[src/hdl/call_stack_exclusive_time_macros.svh]
// assertion macros for the call stack exclusive time profiler
`ifndef CALL_STACK_EXCLUSIVE_TIME_MACROS_SVH
`define CALL_STACK_EXCLUSIVE_TIME_MACROS_SVH

`ifndef ASSERT_OFF
`define CSET_ASSERT(lbl, prop, msg) \
	lbl: assert property (@(posedge clk) disable iff (!arst_n) prop) else $error(msg);
`define CSET_ASSERT_NEXT(lbl, ante, cons, msg) \
	lbl: assert property (@(posedge clk) disable iff (!arst_n) (ante) |=> (cons)) \
		else $error(msg);
`else
`define CSET_ASSERT(lbl, prop, msg)
`define CSET_ASSERT_NEXT(lbl, ante, cons, msg)
`endif

`endif

[src/hdl/cset_pkg.sv]
// types, codes and defaults shared by the profiler files
package cset_pkg;

	localparam int MAX_FUNCS_DEF   = 128;
	localparam int STACK_DEPTH_DEF = 64;
	localparam int TIME_BITS_DEF   = 32;

	localparam logic [7:0] FUNC_COUNT_RESET = 8'd128;

	localparam logic ACT_LOG  = 1'b0;
	localparam logic ACT_READ = 1'b1;

	typedef enum logic [1:0] {
		ERR_NONE     = 2'd0,
		ERR_OVERFLOW = 2'd1,
		ERR_EMPTY    = 2'd2,
		ERR_BAD_ID   = 2'd3
	} err_t;

	typedef enum logic [1:0] {
		ST_IDLE,
		ST_TOP,
		ST_NEXT,
		ST_CALC
	} state_t;

	typedef struct packed {
		logic        action;
		logic [6:0]  func_id;
		logic        is_start;
		logic [31:0] timestamp;
		logic        first;
	} req_item_t;

	typedef struct packed {
		logic [6:0]  report_id;
		logic [31:0] report_total;
		logic        report_valid;
		logic [1:0]  error;
	} rsp_item_t;

endpackage

[src/hdl/cset_ram.sv]
// generic single write port ram with registered read
module cset_ram
	import cset_pkg::*;
#(
	parameter int WIDTH = 32,
	parameter int DEPTH = 64
) (
	input  logic                     clk,
	input  logic                     we,
	input  logic [$clog2(DEPTH)-1:0] waddr,
	input  logic [WIDTH-1:0]         wdata,
	input  logic [$clog2(DEPTH)-1:0] raddr,
	output logic [WIDTH-1:0]         rdata
);

	logic [WIDTH-1:0] mem [DEPTH];

	always_ff @(posedge clk) begin
		if (we) begin
			mem[waddr] <= wdata;
		end
		rdata <= mem[raddr];
	end

endmodule
[config.mk]
export PLATFORM = sky130hd
export DESIGN_NAME = cset_ram
export DESIGN_NICKNAME = d
export VERILOG_FILES = /design/src/hdl/call_stack_exclusive_time_macros.svh /design/src/hdl/cset_pkg.sv /design/src/hdl/cset_ram.sv
export SDC_FILE = /design/constraint.sdc
export NUM_CORES = 2
export LEC_CHECK = 0
export ABC_AREA = 0
export BUFFER_PORTS_ARGS = -buffer_cell sky130_fd_sc_hd__buf_2
export CAP_MARGIN = 10
export CORE_MARGIN = 1.5
export CORE_UTILIZATION = 60
export DETAILED_ROUTE_END_ITERATION = 16
export GPL_TIMING_DRIVEN = 0
export PLACE_DENSITY = 0.76
export SLEW_MARGIN = 20
export SYNTH_ARGS = -nofsm -noshare
export SYNTH_HDL_FRONTEND = slang
export SYNTH_SLANG_ARGS = --single-unit
[constraint.sdc]
create_clock -name clk -period 5.1 [get_ports clk]
set_input_delay 0.51 -clock clk [delete_from_list [all_inputs] [get_ports clk]]
set_output_delay 0.51 -clock clk [all_outputs]
set_load 0.01 [all_outputs]
Word-level counts from Yosys, hierarchy flattened
Memory sizes are Yosys's and may differ from the RTL's. A register that Yosys moved wholly into a read port is not among the register bits. Index checks and enable logic that the tools add are counted.

Register bits after elaboration: 0. Bits in writable memories: 2048. Input port bits: 46. Output and inout port bits: 32. Word-level logic and storage cells: 3. Memories: 1.

Memories: mem (depth 64, bits a word 32, read ports 1, clocked after Yosys merged registers in 1, write ports 1, line cset_ram.sv:16) `logic [WIDTH-1:0] mem [DEPTH];`.

Muxes and demuxes: 2.

Operator list (number): 1-bit 2-to-1 mux (2).

Depth between registers and ports, before layout
Depth in word-level cells: 2. Gate-level depth with buffers: 10.

Least setup slack after synthesis
No wires, ideal clock.

Kind: in2reg. Start: input waddr[3]. End: memory mem[48][0] (enable). Setup time: 0.461 ns. Data arrival time: 3.209 ns. Data required time: 4.639 ns. Setup slack: 1.430 ns. Cell stages on the path: 4. Path buffers: 1. Cell sequence: clkbuf_1 -> nor2b_1 -> nand4b_1 -> nor3_1.

RTL lines: from (decl) (line cset_ram.sv:10) `input logic [$clog2(DEPTH)-1:0] waddr,`; to (decl) (line cset_ram.sv:16).

No word-level cell before the write port.

==> key figures <==
Power
  • PwrDens: 392 mW/mm2
  • Psw: just over 8 mW
  • LEAKAGE: 28.7 nW
  • Post-layout total power: between 30 and 40 mW
  • Sw frac: between 20% and 30%
  • P_int: 27.8 mW
  • Reg power frac: 52.9%
  • Worst VDD drop: 362 uV
  • Logic pwr share: 5.9%
  • Clock power frac: 41.2%

Floorplanning
  • Full die area: about 0.13 mm2
  • Die W: between 300 and 400 um
  • Die outline height: ~360 um
  • Io pins: 78
  • Initial core utilization: around three fifths
  • Total core area: 0.130 mm2
  • Num rows: 132

Timing
  • Final-report setup violation count: 0
  • Actual slew at the worst max-slew pin: ~1.4 ns
  • Max Slew Vio Count: 0
  • Final hold violations: 0
  • Max transition margin: 7.33%
  • Final min period: about 4.4 ns
  • Fin Clk Skew: 0.0584 ns
  • Part of the cycle the worst path needs: 87.2%
  • RSZ-0062 raised after global routing: false
  • Fmax: 0.225 GHz
  • Fin Hold WS: slightly above 0.07 ns

Critical path
  • Depth of the worst register-to-register path: 4
  • Startpoint Class: primary input
  • Highest-delay cell along the critical path: a21oi_1
  • Most used cell, CP: buf_2
  • FF-to-FF setup slack: 2.24 ns
  • R2r endpoint: rdata[18]
  • Arrival time of the worst setup path: 5.15 ns
  • CP cell instances: buf_2 > buf_2 > buf_2 > clkbuf_1 > mux4_2 > mux2i_1 > a21oi_1 > a21oi_1 > nor2_1
  • CP Capture Type: register
  • Worst setup path end: rdata[5]
  • Max FO, Critical Path: 10
  • Path type of the worst setup path: primary input to register
  • Crit path largest cell delay: just over 1 ns
  • Crit path from: raddr[1]
  • Worst r2r src: mem[19][18]
  • Worst EP required: about 5.8 ns

Placement
  • Gp weighted congestion: 0.918
  • DP Wirelength: 152000 um
  • IO buf count: between 60 and 70
  • Placed instance area: 0.0848 mm2

Drt
  • DRT Wirelength: 259000 um
  • DRT iter0 DRCs: between 8000 and 9000
  • Detail Route Antenna Nets: 0
  • Detailed-route via count: 42900
  • Routed WL per cell: 45.9 um
  • DRT Pass-1 Iters: 7
  • Drc violations: 0
  • Vias per cell: 7.59

Clocking
  • CTS tree: built
  • Post-CTS setup buffer count: 0
  • Reg clk slew, reported paths: 0.07 ns
  • CTS Buf Count: slightly below 200
  • CTS Buffer Depth: 3
  • Root Driver: clkbuf_16
  • TritonCTS Sinks: 2080
  • CTS H-tree depth: 4
  • # hold bufs at CTS: 0
  • Post-cts resize count: 0
  • Clock Latency Late Sink: 0.89 ns

Worst hold path
  • Hold crit path type: primary input to register
  • Hold path start: wdata[26]

GRT
  • Maximum number of pins on one net before global-route repair: 65
  • First-pass GRT wire length: 347000 um
  • GRT overflow: 0
  • GR Util All Layers: 39.7%
  • Antenna violations before repair: 24
  • Vias in the first global route: 42400

Logic synthesis
  • Multiplexer share of the synthesized area: between 10% and 20%
  • YS warnings: 0
  • Adder-cell share of the synthesized area: 0%
  • Biggest area consumer among synthesized cells: edfxtp_1
  • Mapped cell area: ~0.079 mm2
  • Post-synth cell types: 34
  • Top cell type's share of synthesized area: roughly four fifths
  • Syn Area/Cell: 23.6 um2
  • Synth Area in Compound Gates: 1.67%
  • Synth area leaders: edfxtp_1 (78%), mux4_2 (16%), mux2i_1 (1.2%)
  • Post-synthesis xor/xnor area fraction: 0%
  • Register bit total from synthesis: about 2100
  • Synth Area in Simple Gates: 1.27%
  • Cells after Synth: roughly 3300
  • Seq/Total Area, Yosys: 79.1%
  • Main combinational cell family by area after synthesis: multiplexers
  • Syn nets: between 3000 and 4000

Finish
  • Fin util: 70.5%
  • Share of cells above drive strength 1: a little under a third
  • Most frequent cells in the layout: edfxtp_1 (2048), mux4_2 (544), clkbuf_16 (198)
  • Layout net count: 3782
  • Most common cell after layout, fill and taps aside: edfxtp_1
  • Synth-to-Final Area Change: 16.4%
  • Post-route design area: 0.0914 mm2

Run status
  • Status: finished, final reports clean

Run
  • Max-cap viol count: 0
==> synth_stat cells <==
master,count
nand2_1,26
edfxtp_1,2048
a41o_1,4
nor3_1,7
nor2_1,137
or2_2,1
o22ai_1,84
or3b_2,3
or3b_1,2
dfxtp_1,32
and3_1,4
or3_1,3
o221ai_1,27
or2_0,1
clkbuf_1,74
a31oi_1,1
and2_1,2
buf_2,57
nand4b_1,1
or2_1,1
nand4_1,2
nand3_1,5
mux2i_1,93
o32ai_1,4
buf_4,25
a22oi_1,12
nor2b_1,15
a21oi_1,62
mux4_2,544
nand3b_1,5
buf_6,5
nand2b_1,8
a311oi_1,8
buf_1,21
==> layout make-up <==
| class | count | area (um2) |
|---|---|---|
| Clock buffer | 269 | 5330 |
| Buffer | 182 | 906 |
| Sequential cell | 2080 | 62100 |
| Antenna cell | 11 | 27.5 |
| Tap cell | 1742 | 2180 |
| Clock inverter | 94 | 1020 |
| Fill cell | 6952 | 38300 |
| Multi-Input combinational cell | 1062 | 16000 |
| Timing Repair Buffer | 215 | 3770 |
==> worst max-delay path: cells and delay by family <==
| family | cells | cell delay [ns] |
|---|---|---|
| simple gates | 1 | 0.61 |
| mux | 2 | 0.54 |
| buf+inv | 4 | 2.19 |
| compound gates | 2 | 1.29 |
==> metrics by stage <==
stage / setup slack, ns / instances / TNS [ns]
6_report: 0.651 / 5655 / 0
5_1_grt: 1.10 / 5644 / 0
4_1_cts: 1.17 / 5639 / 0
3_5_place_dp: 0.517 / 5276 / 0
3_3_place_gp: -2.22 / 5135 / -603.46
2_1_floorplan: 1.43 / 3324 / 0
==> worst min-delay path by stage <==
stage	endpoint	cells past startpoint
5_1_grt	mem[41][26]	1
2_1_floorplan	mem[0][0]	0
3_5_place_dp	rdata[8]	4
3_3_place_gp	rdata[8]	4
4_1_cts	mem[54][24]	1
6_report	mem[41][26]	1
==> power by group through the flow <==
stage / Clock, mW / Combinational (mW) / Sequential [mW]
finish: 14.8 / 2.10 / 19.0
global route: 15.3 / 2.09 / 19.0
CTS: 14.7 / 1.97 / 19.0
detailed placement: 0 / 1.91 / 19.3
global placement: 0 / 1.80 / 19.3
floorplan: 0 / 0.920 / 19.3
==> registers in the layout, summed over array words and instances, names as in the netlist <==
| register | flops |
|---|---|
| rdata | 32 |
| mem | 2048 |
==> cells by family after synthesis <==
group / after synthesis
flip-flops: 2080
multiplexers: 637
AND/OR/NAND/NOR: 223
AO/OA/AOI/OAI: 202
buffers and inverters: 182
==> layer usage <==
layer | routed length (um) | global-route usage, %
met1 | 76900 | 48.3
met2 | 114000 | 57.5
met3 | 44200 | 16.7
met4 | 23500 | 28.4
met5 | 370 | 0.871
Note: power is estimated with default switching activity, not from simulation.
